--- src/rtl/gvff_pkg.sv ---
// ---------------------------------------------------------------------------
// gvff_pkg
// shared types and constants of the grid voltage/frequency fault qualifier
// ---------------------------------------------------------------------------
package gvff_pkg;

  localparam int unsigned RMS_W  = 15;
  localparam int unsigned FREQ_W = 16;
  localparam int unsigned CNT_W  = 7;
  localparam int unsigned DLY_W  = 2;
  localparam int unsigned CFG_W  = 16;
  localparam int unsigned IDX_W  = 3;

  // qualification counts and delays
  localparam logic [CNT_W-1:0]  FAULT_TICKS    = 7'd10;
  localparam logic [CNT_W-1:0]  RECOVER_TICKS  = 7'd125;
  localparam logic [DLY_W-1:0]  EVENT_DELAY    = 2'd3;
  localparam logic [RMS_W-1:0]  FREQ_GATE_VOLT = 15'd500;

  // item kinds
  localparam logic KIND_TICK = 1'b0;
  localparam logic KIND_ZC   = 1'b1;

  // register reset values
  localparam logic [RMS_W-1:0]  RMS_HIGH_FAULT_RST    = 15'd2700;
  localparam logic [RMS_W-1:0]  RMS_LOW_FAULT_RST     = 15'd800;
  localparam logic [RMS_W-1:0]  RMS_HIGH_RECOVER_RST  = 15'd2650;
  localparam logic [RMS_W-1:0]  RMS_LOW_RECOVER_RST   = 15'd850;
  localparam logic [FREQ_W-1:0] FREQ_HIGH_FAULT_RST   = 16'd650;
  localparam logic [FREQ_W-1:0] FREQ_LOW_FAULT_RST    = 16'd450;
  localparam logic [FREQ_W-1:0] FREQ_HIGH_RECOVER_RST = 16'd640;
  localparam logic [FREQ_W-1:0] FREQ_LOW_RECOVER_RST  = 16'd460;

  // register index map
  typedef enum logic [IDX_W-1:0] {
    REG_RMS_HIGH_FAULT    = 3'd0,
    REG_RMS_LOW_FAULT     = 3'd1,
    REG_RMS_HIGH_RECOVER  = 3'd2,
    REG_RMS_LOW_RECOVER   = 3'd3,
    REG_FREQ_HIGH_FAULT   = 3'd4,
    REG_FREQ_LOW_FAULT    = 3'd5,
    REG_FREQ_HIGH_RECOVER = 3'd6,
    REG_FREQ_LOW_RECOVER  = 3'd7
  } gvff_reg_t;

  // one set of window thresholds, widened to the frequency width
  typedef struct packed {
    logic [FREQ_W-1:0] hi_fault;
    logic [FREQ_W-1:0] lo_fault;
    logic [FREQ_W-1:0] hi_recover;
    logic [FREQ_W-1:0] lo_recover;
  } gvff_win_t;

  // hysteresis counter and fault flag
  typedef struct packed {
    logic [CNT_W-1:0] cnt;
    logic             flag;
  } gvff_qual_t;

endpackage

--- src/rtl/gvff_ifs.sv ---
// ---------------------------------------------------------------------------
// gvff channel interfaces
// valid/ready channels for monitor items and qualified results
// ---------------------------------------------------------------------------
interface gvff_in_if;
  logic                          valid;
  logic                          ready;
  logic                          kind;
  logic [gvff_pkg::RMS_W-1:0]    rms_volt;
  logic [gvff_pkg::FREQ_W-1:0]   line_freq;
  logic                          wave_fault;

  modport source (output valid, kind, rms_volt, line_freq, wave_fault, input ready);
  modport sink   (input valid, kind, rms_volt, line_freq, wave_fault, output ready);
endinterface

interface gvff_out_if;
  logic valid;
  logic ready;
  logic volt_fault;
  logic freq_fault;
  logic grid_ok;
  logic restore_event;
  logic lost_event;

  modport source (output valid, volt_fault, freq_fault, grid_ok, restore_event, lost_event,
                  input ready);
  modport sink   (input valid, volt_fault, freq_fault, grid_ok, restore_event, lost_event,
                  output ready);
endinterface

--- src/rtl/gvff_cfg.sv ---
// ---------------------------------------------------------------------------
// gvff_cfg
// threshold register file, write only
// ---------------------------------------------------------------------------
module gvff_cfg (
  input  logic                         clk,
  input  logic                         rst_n,
  input  logic                         cfg_we,
  input  logic [gvff_pkg::IDX_W-1:0]   cfg_idx,
  input  logic [gvff_pkg::CFG_W-1:0]   cfg_data,
  output gvff_pkg::gvff_win_t          volt_win,
  output gvff_pkg::gvff_win_t          freq_win
);

  logic [gvff_pkg::RMS_W-1:0]  rms_hf_r, rms_lf_r, rms_hr_r, rms_lr_r;
  logic [gvff_pkg::FREQ_W-1:0] frq_hf_r, frq_lf_r, frq_hr_r, frq_lr_r;

  always_ff @(posedge clk) begin
    if (!rst_n) begin
      rms_hf_r <= gvff_pkg::RMS_HIGH_FAULT_RST;
      rms_lf_r <= gvff_pkg::RMS_LOW_FAULT_RST;
      rms_hr_r <= gvff_pkg::RMS_HIGH_RECOVER_RST;
      rms_lr_r <= gvff_pkg::RMS_LOW_RECOVER_RST;
      frq_hf_r <= gvff_pkg::FREQ_HIGH_FAULT_RST;
      frq_lf_r <= gvff_pkg::FREQ_LOW_FAULT_RST;
      frq_hr_r <= gvff_pkg::FREQ_HIGH_RECOVER_RST;
      frq_lr_r <= gvff_pkg::FREQ_LOW_RECOVER_RST;
    end else if (cfg_we) begin
      case (gvff_pkg::gvff_reg_t'(cfg_idx))
        gvff_pkg::REG_RMS_HIGH_FAULT:    rms_hf_r <= cfg_data[gvff_pkg::RMS_W-1:0];
        gvff_pkg::REG_RMS_LOW_FAULT:     rms_lf_r <= cfg_data[gvff_pkg::RMS_W-1:0];
        gvff_pkg::REG_RMS_HIGH_RECOVER:  rms_hr_r <= cfg_data[gvff_pkg::RMS_W-1:0];
        gvff_pkg::REG_RMS_LOW_RECOVER:   rms_lr_r <= cfg_data[gvff_pkg::RMS_W-1:0];
        gvff_pkg::REG_FREQ_HIGH_FAULT:   frq_hf_r <= cfg_data;
        gvff_pkg::REG_FREQ_LOW_FAULT:    frq_lf_r <= cfg_data;
        gvff_pkg::REG_FREQ_HIGH_RECOVER: frq_hr_r <= cfg_data;
        gvff_pkg::REG_FREQ_LOW_RECOVER:  frq_lr_r <= cfg_data;
        default: ;
      endcase
    end
  end

  // rms thresholds widened so both windows share one comparator layout
  assign volt_win.hi_fault   = {1'b0, rms_hf_r};
  assign volt_win.lo_fault   = {1'b0, rms_lf_r};
  assign volt_win.hi_recover = {1'b0, rms_hr_r};
  assign volt_win.lo_recover = {1'b0, rms_lr_r};
  assign freq_win.hi_fault   = frq_hf_r;
  assign freq_win.lo_fault   = frq_lf_r;
  assign freq_win.hi_recover = frq_hr_r;
  assign freq_win.lo_recover = frq_lr_r;

endmodule

--- src/rtl/gvff_window.sv ---
// ---------------------------------------------------------------------------
// gvff_window
// one hysteresis qualification step: fault window, recovery window, counter
// ---------------------------------------------------------------------------
module gvff_window (
  input  logic [gvff_pkg::FREQ_W-1:0] sample,
  input  gvff_pkg::gvff_win_t         win,
  input  gvff_pkg::gvff_qual_t        cur,
  output gvff_pkg::gvff_qual_t        nxt
);

  logic                         hit;
  logic [gvff_pkg::CNT_W-1:0]   limit;
  logic [gvff_pkg::CNT_W-1:0]   cnt_inc;

  always_comb begin
    if (!cur.flag) begin
      hit   = (sample > win.hi_fault) || (sample < win.lo_fault);
      limit = gvff_pkg::FAULT_TICKS;
    end else begin
      hit   = (sample <= win.hi_recover) && (sample >= win.lo_recover);
      limit = gvff_pkg::RECOVER_TICKS;
    end
    // counter wraps at its own width
    cnt_inc = hit ? (cur.cnt + 7'd1) : '0;
    if (cnt_inc >= limit) begin
      nxt.cnt  = '0;
      nxt.flag = !cur.flag;
    end else begin
      nxt.cnt  = cnt_inc;
      nxt.flag = cur.flag;
    end
  end

endmodule

--- src/rtl/grid_volt_freq_fault_qualifier.sv ---
// ---------------------------------------------------------------------------
// grid_volt_freq_fault_qualifier
// grid voltage and frequency window monitor with delayed restore/lost events
// ---------------------------------------------------------------------------
// Every input transfer (a check tick or a zero crossing) yields exactly one
// result transfer. An item is captured in an input register, and in the next
// cycle that it can move on, one pass of compare and counter logic updates the
// monitor state and loads the result register. A new item is taken every cycle
// (one item per clock) unless the result register holds an untaken result and
// the input register is also full. The user must write thresholds through the cfg
// port only while no item is in flight; the block does not enforce this.
// indexes 0..3 are the rms fault/recover limits, 4..7 the frequency ones.
// ---------------------------------------------------------------------------
module grid_volt_freq_fault_qualifier (
  input  logic                         clk,
  input  logic                         rst_n,
  gvff_in_if.sink                      in_ch,
  gvff_out_if.source                   out_ch,
  input  logic                         cfg_we,
  input  logic [gvff_pkg::IDX_W-1:0]   cfg_idx,
  input  logic [gvff_pkg::CFG_W-1:0]   cfg_data
);

  // threshold registers
  gvff_pkg::gvff_win_t volt_win, freq_win;

  gvff_cfg u_cfg (
    .clk      (clk),
    .rst_n    (rst_n),
    .cfg_we   (cfg_we),
    .cfg_idx  (cfg_idx),
    .cfg_data (cfg_data),
    .volt_win (volt_win),
    .freq_win (freq_win)
  );

  // input register stage
  logic                          s1_vld_r;
  logic                          s1_kind_r;
  logic [gvff_pkg::RMS_W-1:0]    s1_rms_r;
  logic [gvff_pkg::FREQ_W-1:0]   s1_freq_r;
  logic                          s1_wave_r;
  logic                          out_vld_r;
  logic                          advance;
  logic                          in_xfer;

  // the item in the input register moves on when the result register frees up
  assign advance     = s1_vld_r && (!out_vld_r || out_ch.ready);
  assign in_ch.ready = !s1_vld_r || advance;
  assign in_xfer     = in_ch.valid && in_ch.ready;

  always_ff @(posedge clk) begin
    if (!rst_n) begin
      s1_vld_r <= 1'b0;
    end else if (in_xfer) begin
      s1_vld_r <= 1'b1;
    end else if (advance) begin
      s1_vld_r <= 1'b0;
    end
  end

  // payload needs no reset
  always_ff @(posedge clk) begin
    if (in_xfer) begin
      s1_kind_r <= in_ch.kind;
      s1_rms_r  <= in_ch.rms_volt;
      s1_freq_r <= in_ch.line_freq;
      s1_wave_r <= in_ch.wave_fault;
    end
  end

  // monitor state
  logic [gvff_pkg::CNT_W-1:0] volt_cnt_r, freq_cnt_r;
  logic                       volt_flt_r, freq_flt_r, ok_prev_r;
  logic                       rst_pend_r, lost_pend_r;
  logic [gvff_pkg::DLY_W-1:0] rst_dly_r, lost_dly_r;

  logic [gvff_pkg::CNT_W-1:0] volt_cnt_nxt, freq_cnt_nxt;
  logic                       volt_flt_nxt, freq_flt_nxt, ok_prev_nxt;
  logic                       rst_pend_nxt, lost_pend_nxt;
  logic [gvff_pkg::DLY_W-1:0] rst_dly_nxt, lost_dly_nxt;
  logic                       rst_ev_nxt, lost_ev_nxt;

  // window qualification for voltage and frequency
  gvff_pkg::gvff_qual_t volt_cur, volt_q, freq_cur, freq_q;

  assign volt_cur.cnt  = volt_cnt_r;
  assign volt_cur.flag = volt_flt_r;
  assign freq_cur.cnt  = freq_cnt_r;
  assign freq_cur.flag = freq_flt_r;

  gvff_window u_volt_win (
    .sample ({1'b0, s1_rms_r}),
    .win    (volt_win),
    .cur    (volt_cur),
    .nxt    (volt_q)
  );

  gvff_window u_freq_win (
    .sample (s1_freq_r),
    .win    (freq_win),
    .cur    (freq_cur),
    .nxt    (freq_q)
  );

  logic                       freq_gated;
  logic                       ok_now;
  logic [gvff_pkg::DLY_W-1:0] rst_dly_inc, lost_dly_inc;

  // frequency is not judged while the voltage is too low to measure it
  assign freq_gated = s1_rms_r < gvff_pkg::FREQ_GATE_VOLT;

  always_comb begin
    volt_cnt_nxt  = volt_cnt_r;
    volt_flt_nxt  = volt_flt_r;
    freq_cnt_nxt  = freq_cnt_r;
    freq_flt_nxt  = freq_flt_r;
    ok_prev_nxt   = ok_prev_r;
    rst_pend_nxt  = rst_pend_r;
    rst_dly_nxt   = rst_dly_r;
    lost_pend_nxt = lost_pend_r;
    lost_dly_nxt  = lost_dly_r;
    rst_ev_nxt    = 1'b0;
    lost_ev_nxt   = 1'b0;
    ok_now        = 1'b0;
    rst_dly_inc   = '0;
    lost_dly_inc  = '0;

    if (s1_kind_r == gvff_pkg::KIND_ZC) begin
      // zero crossing: pending events fire now, flags stay
      if (rst_pend_r) begin
        rst_pend_nxt = 1'b0;
        rst_dly_nxt  = '0;
        rst_ev_nxt   = 1'b1;
      end
      if (lost_pend_r) begin
        lost_pend_nxt = 1'b0;
        lost_dly_nxt  = '0;
        lost_ev_nxt   = 1'b1;
      end
    end else begin
      volt_cnt_nxt = volt_q.cnt;
      volt_flt_nxt = volt_q.flag;
      if (freq_gated) begin
        freq_cnt_nxt = '0;
        freq_flt_nxt = 1'b0;
      end else begin
        freq_cnt_nxt = freq_q.cnt;
        freq_flt_nxt = freq_q.flag;
      end

      ok_now = !(volt_flt_nxt || freq_flt_nxt || s1_wave_r);

      // grid-ok rising edge arms a restore event
      if (ok_now && !ok_prev_r) begin
        rst_pend_nxt = 1'b1;
        rst_dly_nxt  = '0;
      end
      // grid-ok falling edge forces a full voltage recovery and arms lost
      if (!ok_now && ok_prev_r) begin
        volt_cnt_nxt  = '0;
        volt_flt_nxt  = 1'b1;
        lost_pend_nxt = 1'b1;
        lost_dly_nxt  = '0;
      end
      ok_prev_nxt = ok_now;

      // event delays count ticks, including the arming tick
      if (!rst_pend_nxt) begin
        rst_dly_nxt = '0;
      end else begin
        rst_dly_inc = rst_dly_nxt + 2'd1;
        if (rst_dly_inc >= gvff_pkg::EVENT_DELAY) begin
          rst_dly_nxt  = '0;
          rst_pend_nxt = 1'b0;
          rst_ev_nxt   = 1'b1;
        end else begin
          rst_dly_nxt = rst_dly_inc;
        end
      end

      if (!lost_pend_nxt) begin
        lost_dly_nxt = '0;
      end else begin
        lost_dly_inc = lost_dly_nxt + 2'd1;
        if (lost_dly_inc >= gvff_pkg::EVENT_DELAY) begin
          lost_dly_nxt  = '0;
          lost_pend_nxt = 1'b0;
          lost_ev_nxt   = 1'b1;
        end else begin
          lost_dly_nxt = lost_dly_inc;
        end
      end
    end
  end

  // state update together with result load
  always_ff @(posedge clk) begin
    if (!rst_n) begin
      volt_cnt_r  <= '0;
      freq_cnt_r  <= '0;
      volt_flt_r  <= 1'b0;
      freq_flt_r  <= 1'b0;
      ok_prev_r   <= 1'b0;
      rst_pend_r  <= 1'b0;
      rst_dly_r   <= '0;
      lost_pend_r <= 1'b0;
      lost_dly_r  <= '0;
    end else if (advance) begin
      volt_cnt_r  <= volt_cnt_nxt;
      freq_cnt_r  <= freq_cnt_nxt;
      volt_flt_r  <= volt_flt_nxt;
      freq_flt_r  <= freq_flt_nxt;
      ok_prev_r   <= ok_prev_nxt;
      rst_pend_r  <= rst_pend_nxt;
      rst_dly_r   <= rst_dly_nxt;
      lost_pend_r <= lost_pend_nxt;
      lost_dly_r  <= lost_dly_nxt;
    end
  end

  // result register
  logic out_vf_r, out_ff_r, out_ok_r, out_rst_r, out_lost_r;

  always_ff @(posedge clk) begin
    if (!rst_n) begin
      out_vld_r <= 1'b0;
    end else if (advance) begin
      out_vld_r <= 1'b1;
    end else if (out_ch.ready) begin
      out_vld_r <= 1'b0;
    end
  end

  always_ff @(posedge clk) begin
    if (advance) begin
      out_vf_r   <= volt_flt_nxt;
      out_ff_r   <= freq_flt_nxt;
      out_ok_r   <= ok_prev_nxt;
      out_rst_r  <= rst_ev_nxt;
      out_lost_r <= lost_ev_nxt;
    end
  end

  assign out_ch.valid         = out_vld_r;
  assign out_ch.volt_fault    = out_vf_r;
  assign out_ch.freq_fault    = out_ff_r;
  assign out_ch.grid_ok       = out_ok_r;
  assign out_ch.restore_event = out_rst_r;
  assign out_ch.lost_event    = out_lost_r;

`ifndef SYNTHESIS
  // an armed event always fires before its delay reaches the limit
  a_dly_bound: assert property (@(posedge clk) disable iff (!rst_n)
    (rst_dly_r < gvff_pkg::EVENT_DELAY) && (lost_dly_r < gvff_pkg::EVENT_DELAY))
    else $error("event delay counter reached its limit");

  // without a fault the count must stay below the fault limit
  a_volt_cnt: assert property (@(posedge clk) disable iff (!rst_n)
    !volt_flt_r |-> (volt_cnt_r < gvff_pkg::FAULT_TICKS))
    else $error("voltage count past fault limit while no fault");

  // grid-ok can only be held while neither qualified fault is set
  a_ok_consistent: assert property (@(posedge clk) disable iff (!rst_n)
    ok_prev_r |-> (!volt_flt_r && !freq_flt_r))
    else $error("grid ok held with a qualified fault set");

  // a result is loaded exactly when the input stage hands an item on
  a_out_load: assert property (@(posedge clk) disable iff (!rst_n)
    advance |=> out_vld_r)
    else $error("handed-on item did not reach the result register");
`endif

endmodule

--- src/flat_wrapper.sv ---
// flat-port wrapper written by rule: the top's interface ports become plain ports
module grid_volt_freq_fault_qualifier_flat 
  (clk, rst_n, cfg_we, cfg_idx, cfg_data, in_ch_valid, in_ch_kind, in_ch_rms_volt, in_ch_line_freq, in_ch_wave_fault, in_ch_ready, out_ch_valid, out_ch_volt_fault, out_ch_freq_fault, out_ch_grid_ok, out_ch_restore_event, out_ch_lost_event, out_ch_ready);
  gvff_in_if in_ch_i ();
  gvff_out_if out_ch_i ();
  input  logic clk;
  input  logic rst_n;
  input  logic cfg_we;
  input  logic [gvff_pkg::IDX_W-1:0] cfg_idx;
  input  logic [gvff_pkg::CFG_W-1:0] cfg_data;
  input wire logic [$bits(in_ch_i.valid)-1:0] in_ch_valid;
  input wire logic [$bits(in_ch_i.kind)-1:0] in_ch_kind;
  input wire logic [$bits(in_ch_i.rms_volt)-1:0] in_ch_rms_volt;
  input wire logic [$bits(in_ch_i.line_freq)-1:0] in_ch_line_freq;
  input wire logic [$bits(in_ch_i.wave_fault)-1:0] in_ch_wave_fault;
  output wire logic [$bits(in_ch_i.ready)-1:0] in_ch_ready;
  output wire logic [$bits(out_ch_i.valid)-1:0] out_ch_valid;
  output wire logic [$bits(out_ch_i.volt_fault)-1:0] out_ch_volt_fault;
  output wire logic [$bits(out_ch_i.freq_fault)-1:0] out_ch_freq_fault;
  output wire logic [$bits(out_ch_i.grid_ok)-1:0] out_ch_grid_ok;
  output wire logic [$bits(out_ch_i.restore_event)-1:0] out_ch_restore_event;
  output wire logic [$bits(out_ch_i.lost_event)-1:0] out_ch_lost_event;
  input wire logic [$bits(out_ch_i.ready)-1:0] out_ch_ready;
  assign in_ch_i.valid = in_ch_valid;
  assign in_ch_i.kind = in_ch_kind;
  assign in_ch_i.rms_volt = in_ch_rms_volt;
  assign in_ch_i.line_freq = in_ch_line_freq;
  assign in_ch_i.wave_fault = in_ch_wave_fault;
  assign in_ch_ready = in_ch_i.ready;
  assign out_ch_valid = out_ch_i.valid;
  assign out_ch_volt_fault = out_ch_i.volt_fault;
  assign out_ch_freq_fault = out_ch_i.freq_fault;
  assign out_ch_grid_ok = out_ch_i.grid_ok;
  assign out_ch_restore_event = out_ch_i.restore_event;
  assign out_ch_lost_event = out_ch_i.lost_event;
  assign out_ch_i.ready = out_ch_ready;
  grid_volt_freq_fault_qualifier u_core (.clk(clk), .rst_n(rst_n), .in_ch(in_ch_i), .out_ch(out_ch_i), .cfg_we(cfg_we), .cfg_idx(cfg_idx), .cfg_data(cfg_data));
endmodule
--- config.mk ---
export PLATFORM = sky130hd
export DESIGN_NAME = grid_volt_freq_fault_qualifier_flat
export DESIGN_NICKNAME = d
export VERILOG_FILES = /design/src/rtl/gvff_pkg.sv /design/src/rtl/gvff_ifs.sv /design/src/rtl/gvff_cfg.sv /design/src/rtl/gvff_window.sv /design/src/rtl/grid_volt_freq_fault_qualifier.sv /design/src/flat_wrapper.sv
export SDC_FILE = /design/constraint.sdc
export NUM_CORES = 1
export LEC_CHECK = 0
export ABC_AREA = 0
export BUFFER_PORTS_ARGS = -buffer_cell sky130_fd_sc_hd__buf_2
export CAP_MARGIN = 15
export CORE_MARGIN = 1
export CORE_UTILIZATION = 50
export DETAILED_ROUTE_END_ITERATION = 7
export PLACE_DENSITY = 0.69
export SYNTH_ARGS = -nofsm -noshare
export SYNTH_HDL_FRONTEND = slang
export SYNTH_SLANG_ARGS = --single-unit
--- constraint.sdc ---
create_clock -name clk -period 5.17 [get_ports clk]
set_clock_uncertainty 0.05 [all_clocks]
set_input_delay 0.517 -clock clk [delete_from_list [all_inputs] [get_ports clk]]
set_output_delay 0.517 -clock clk [all_outputs]
set_load 0.05 [all_outputs]
-- Yosys cells after proc, flatten, opt, wreduce, memory -nomap -nowiden
Cells that the tools add are included.
- logic and storage cells: 137
- bits in registers: 187
- muxes and demuxes: 50
- eq/ne operators: 9
- reductions and logical operators: 32
- bitwise operators: 1
- $add $sub $neg: 4
- $lt $le $gt $ge: 13
- operators with widths (cell ; count):
    $mux W7 ; 6
    $mux W1 ; 30
    $mux W2 ; 12
    $reduce_and A2 Y1 ; 11
    $ge A16 B16 Y1 ; 1
    $gt A16 B16 Y1 ; 1
    $le A16 B16 Y1 ; 1
    $lt A16 B16 Y1 ; 1
    $mux W8 ; 2
    $ge A15 B15 Y1 ; 1
    $gt A15 B15 Y1 ; 1
    $le A15 B15 Y1 ; 1
    $lt A15 B15 Y1 ; 1
    $lt A15 B9 Y1 const B ; 1
    $add A7 B1 Y7 const B ; 2
    $ge A7 B7 Y1 ; 2
    $eq A3 B3 Y1 const B ; 4
    $eq A3 B2 Y1 const B ; 2
    $logic_and A1 B1 Y1 ; 6
    $logic_not A1 Y1 ; 6
    $logic_or A1 B1 Y1 ; 6
    $add A2 B1 Y2 const B ; 2
    $ge A2 B2 Y1 const B ; 2
    $ne A2 B2 Y1 const B ; 2
    other kinds (4) ; 5

-- Depth between registers and ports, before layout
- depth after elaboration: 19
- gate-level depth with buffers: 20
- gate-level depth less buffers: 18

-- Cells and area by module
A second synthesis with hierarchy kept.
- cells, all modules: 1170
- area, all modules: 10983.0 sq um
- by module, submodules not included (module ; cells an instance ; instances ; sequential area each (sq um) ; area an instance (sq um)):
    gvff_cfg ; 446 ; 1 ; 2482.4 ; 4699.5
    grid_volt_freq_fault_qualifier ; 180 ; 1 ; 1641.6 ; 2394.8
    gvff_window at u_core.u_freq_win ; 273 ; 1 ; 0.0 ; 1944.4
    gvff_window at u_core.u_volt_win ; 271 ; 1 ; 0.0 ; 1944.4

-- Least setup slack after synthesis
Ideal clock, no wire load.
- path kind: register to register
- from: register u_core.s1_rms_r[8] (netlist name)
- to: register u_core.out_vf_r (netlist: u_core.out_ch.volt_fault) (data pin)
- period minus slack after synthesis: 4.532 ns
- library setup time: 0.272 ns
- arrival: 4.210 ns
- path slack: 0.638 ns
- data required time: 4.848 ns
- stages on the path, launching flop included: 18
- cells stage by stage: edfxtp_1 -> ha_1 -> a211oi_1 -> nor2_1 -> a21oi_1 -> or4b_1 -> a32oi_1 -> a21bo_2 -> clkbuf_1 -> nor2_1 -> ha_1 -> nand3_1 -> a211o_1 -> o41ai_1 -> a221oi_2 -> o31ai_4 -> buf_2 -> a22oi_1
- cells in the longest elaborated chain, start to end: 11
- elaborated cells on any way between the ends: 18
- those cells by class: order compare: 6; mux: 7; reduce/logical: 5
- RTL lines (element ; line ; RTL):
    start: declaration ; grid_volt_freq_fault_qualifier.sv:40 ; logic [gvff_pkg::RMS_W-1:0] s1_rms_r;
    start signal: assignment ; grid_volt_freq_fault_qualifier.sv:66 ; s1_rms_r <= in_ch.rms_volt;
    $gt A15 B15 Y1 (tied with other cells) ; gvff_window.sv:18 ; hit = (sample > win.hi_fault) || (sample < win.lo_fault);
    $logic_or A1 B1 Y1 / $logic_and A1 B1 Y1 (equally long branches) ; gvff_window.sv:18, gvff_window.sv:21 ;
    $mux W1 ; gvff_window.sv:17 ; if (!cur.flag) begin
    $mux W7 ; gvff_window.sv:25 ; cnt_inc = hit ? (cur.cnt + 7'd1) : '0;
    $ge A7 B7 Y1 ; gvff_window.sv:26 ; if (cnt_inc >= limit) begin
    $mux W8 ; gvff_window.sv:26 ;
    $logic_or A1 B1 Y1 (2 in a row) ; grid_volt_freq_fault_qualifier.sv:152 ; ok_now = !(volt_flt_nxt || freq_flt_nxt || s1_wave_r);
    $logic_and A1 B1 Y1 ; grid_volt_freq_fault_qualifier.sv:160 ; if (!ok_now && ok_prev_r) begin
    $mux W1 (*) ; grid_volt_freq_fault_qualifier.sv:160 ;
    $mux W1 (*) ; grid_volt_freq_fault_qualifier.sv:129 ; if (s1_kind_r == gvff_pkg::KIND_ZC) begin
    net u_core.volt_flt_nxt ; grid_volt_freq_fault_qualifier.sv:79 ; logic volt_flt_nxt, freq_flt_nxt, ok_prev_nxt;
    end signal: assignment ; grid_volt_freq_fault_qualifier.sv:237 ; out_vf_r <= volt_flt_nxt;
    end: declaration ; grid_volt_freq_fault_qualifier.sv:223 ; logic out_vf_r, out_ff_r, out_ok_r, out_rst_r, out_lost_r;
Mark *: on every way through the listed nets, which the timed path passes. The rest lies on a longest branch. The select of a mux whose other input is x is not followed.
A chain may end at the register's enable or synchronous reset.

-- Worst setup path in the final report
- from: register u_core.s1_freq_r[10] (netlist name)
- to: register u_core.volt_cnt_r[2] (netlist name)
- cells in the longest elaborated chain, start to end: 12
- elaborated cells on any way between the ends: 16
- those cells by class: order compare: 5; mux: 6; reduce/logical: 5
- RTL lines (element ; line ; RTL):
    start: declaration ; grid_volt_freq_fault_qualifier.sv:41 ; logic [gvff_pkg::FREQ_W-1:0] s1_freq_r;
    start signal: assignment ; grid_volt_freq_fault_qualifier.sv:67 ; s1_freq_r <= in_ch.line_freq;
    $gt A16 B16 Y1 (tied with other cells) ; gvff_window.sv:18 ;
    $logic_or A1 B1 Y1 / $logic_and A1 B1 Y1 (equally long branches) ; gvff_window.sv:18, gvff_window.sv:21 ;
    $mux W1 (*) ; gvff_window.sv:17 ;
    $mux W7 (*) ; gvff_window.sv:25 ;
    $ge A7 B7 Y1 (*) ; gvff_window.sv:26 ;
    $mux W8 (*) ; gvff_window.sv:26 ;
    $mux W1 (*) ; grid_volt_freq_fault_qualifier.sv:144 ; if (freq_gated) begin
    $mux W1 (*) ; grid_volt_freq_fault_qualifier.sv:129 ;
    $logic_or A1 B1 Y1 (*) (2 in a row) ; grid_volt_freq_fault_qualifier.sv:152 ;
    $logic_and A1 B1 Y1 (*) ; grid_volt_freq_fault_qualifier.sv:160 ;
    $mux W7 (*) ; grid_volt_freq_fault_qualifier.sv:160 ;
    end signal: assignment ; grid_volt_freq_fault_qualifier.sv:210 ; volt_cnt_r <= volt_cnt_nxt;
    end: declaration ; grid_volt_freq_fault_qualifier.sv:73 ; logic [gvff_pkg::CNT_W-1:0] volt_cnt_r, freq_cnt_r;
Mark *: on every way between the ends. The rest lies on a longest branch, timed or not. The select of a mux whose other input is x is not followed.

==> run metrics <==
Flop pwr share=0.484; Final HPWL DP=18.1 mm; asr flop ratio synth=0; Worst EP required=around 5500 ps; Overflow after GRT=0; post-synth top area cell=dfxtp_1; syn_area_per_cell=between 8 and 9 um^2; Final Slew Violations=0; Post-synth top cells=261 x nand2_1, 149 x dfxtp_1, 146 x a21oi_1, 136 x ha_1, 128 x inv_1; Pint=0.00236 W; cts hold-fix bufs=0; Sum Neg Setup Slack=0 ps; Post-synth EDFFs=38; final hold viol count=0; FMAX=202 MHz; Rows=52; WHS=189 ps; CTS sink cnt=187; Max VDD drop=230 uV; Crit Path Category=reg2reg; DRC viols=0; Vias/cell=between 5 and 6; share of cells above drive strength 1=0.0955; Worst R2R Setup Slack=220 ps; post-route minimum period=4950 ps; leakage power=4.62 nW; sw power=between 0.0008 and 0.0009 W; chip height=146 um; H-tree depth=4; Cells after DPL=1,512; DP Worst Slack=about 230 ps; cells along the critical path=ha_1, nand4_1, or3_1, o32a_1, a211oi_2, nand3_1, nand3_1, nor2_1, ha_1, a21o_1, a21oi_1, xnor2_1, nand2_1, a31oi_1, a311o_4, o31ai_4, buf_4, a32o_1; clock group share of total power=0.406; die area=21,200 um^2; first-pass GRT wire length=41.9 mm; crit path max fanout=7; Initial Utilization=0.509; wire length per cell=between 15 and 20 um; Hold WC Path Type=in2reg; Synth cell types=65; initial antenna violation count=0; Synth Warn #=0; Slew headroom=0.243; number of max-cap violations=0; combinational share of power=0.110; synthesized area=10,300 um^2; Syn-to-layout area delta=11.1%; DRT antenna net count=0; count leader, synth=nand2_1; share of the synthesized area in the top cell type=0.290; pwr dens=roughly 280 nW/um^2; Boundary Pins=64; ys flop type=dfxtp_1; CP max stage delay=~510 ps; Vias=roughly 8,600; largest net degree at the start of global routing=51; top cells by area, synth=dfxtp_1 29%, ha_1 17%, edfxtp_1 11%, nand2_1 9.5%, a21oi_1 7.1%; clock buffer depth=2; syn nets=~1,400; number of setup violations in the final report=0; Layout Nets=1,457; Post-Syn Instances=~1,200; input/output buffers=between 60 and 70; CTS tree=built; worst skew pair latency=450 ps; Iter 0 DRT Violations=480; fin crit share=0.957; gpl congestion=0.880; cts bufs inserted=17; switching share of power=0.273; startpoint types=register; Clk pin slew, worst setup/hold paths=~80 ps; DRT Wirelength=around 26 mm; Slew @ Worst Pin=1130 ps; slack of the critical path=roughly 220 ps; crit path DAT=5280 ps; vias in the first global route=8,213; slowest CP cell=edfxtp_1; Post-Layout Cell Count=roughly 1,500; status=complete, no violations; DR pass1 iterations=5; register area share after synthesis=0.400; gr usage total=0.251; CTS root buf=clkbuf_16; die width=146 um; Antenna Cells=0; #FFs+latches synth=187; CORE AREA=20,200 um^2; CP Capture Type=register
[cell families after synthesis]
logic type | count (synthesis) | synth area share
and+or+nand+nor | 421 | 0.179
AOI/OAI and AO/OA | 285 | 0.175
DFF | 187 | 0.400
buffers and inverters | 185 | 0.0694
adders and majority gates | 136 | 0.165
xor gates and xnor gates | 10 | 0.00851
muxes | 2 | 0.00207
[critical path, delay by kind of cell (launching register included)]
kind,cells,cell delay [ps]
AO/OA/AOI/OAI,8,2200
AND/OR/NAND/NOR,6,1170
adder cells (fa/ha/maj),2,640
flip-flops,1,510
buffers and inverters,1,210
XOR/XNOR,1,100
[placed cells by master, fill, tap and decap left out, types with 17 or more instances in the layout]
cell / instances
nor2_1: 46
clkbuf_16: 17
edfxtp_1: 38
o21ai_0: 22
ha_1: 136
nand4_1: 21
nand2_1: 261
inv_1: 128
dfxtp_1: 149
a21oi_1: 146
buf_2: 63
o211ai_1: 41
nand3_1: 26
[state kept, by name, summed over array words and instances (netlist names), 16 cells and up]
signal and count:
u_core.s1_freq_r 16, u_core.u_cfg.frq_hf_r 16, u_core.u_cfg.frq_hr_r 16, u_core.u_cfg.frq_lf_r 16
u_core.u_cfg.frq_lr_r 16
[layer usage]
metal	routed length (um)	track usage	vias up
met5	0	0	-
met4	410	0.0711	0
met3	1180	0.0354	34
met2	11900	0.417	210
met1	12300	0.340	4057
li1	-	-	4300
[timing repair]
item / in CTS / in global routing
setup buffers: 0 / 3
endpoints found under the setup margin: 0 / 14
gates resized for setup: 0 / 2
hold endpoints to repair: 0 / 0
[worst paths after layout]
check                                                             from                                      to  cells after the start
worst max-delay path                    u_core.s1_freq_r[10]$_DFFE_PP_       u_core.volt_cnt_r[2]$_SDFFE_PN0P_                     18
worst max register to register          u_core.s1_freq_r[10]$_DFFE_PP_       u_core.volt_cnt_r[2]$_SDFFE_PN0P_                     18
worst min-delay path                                in_ch_line_freq[3]           u_core.s1_freq_r[3]$_DFFE_PP_                      1
worst min register to register  u_core.u_cfg.frq_lr_r[15]$_SDFFE_PN0P_  u_core.u_cfg.frq_lr_r[15]$_SDFFE_PN0P_                      2
[through the flow]
stage,cell area (um^2),utilization,total power [W]
floorplan,10300,-,0.00184
global placement,10800,0.534,0.00195
detailed placement,10800,0.534,0.00195
CTS,11400,0.563,0.00326
global route,11400,0.565,0.00337
finish,11400,0.565,0.00325
[area by class of cell]
class / count / area (um^2)
Clock buffer: 18 / 439
Clock inverter: 14 / 153
Fill cell: 1858 / 8800
Inverter: 129 / 484
Multi-Input combinational cell: 854 / 5500
Sequential cell: 187 / 4120
Tap cell: 270 / 338
Timing Repair Buffer: 75 / 405
[power groups by stage]
stage | combinational, W | clock, W | sequential (W)
floorplan | 0.000237 | 0 | 0.00160
global placement | 0.000342 | 0 | 0.00160
detailed placement | 0.000350 | 0 | 0.00160
CTS | 0.000354 | 0.00134 | 0.00157
global route | 0.000402 | 0.00139 | 0.00158
finish | 0.000357 | 0.00132 | 0.00157
Note: power is estimated with default switching activity, not from simulation.
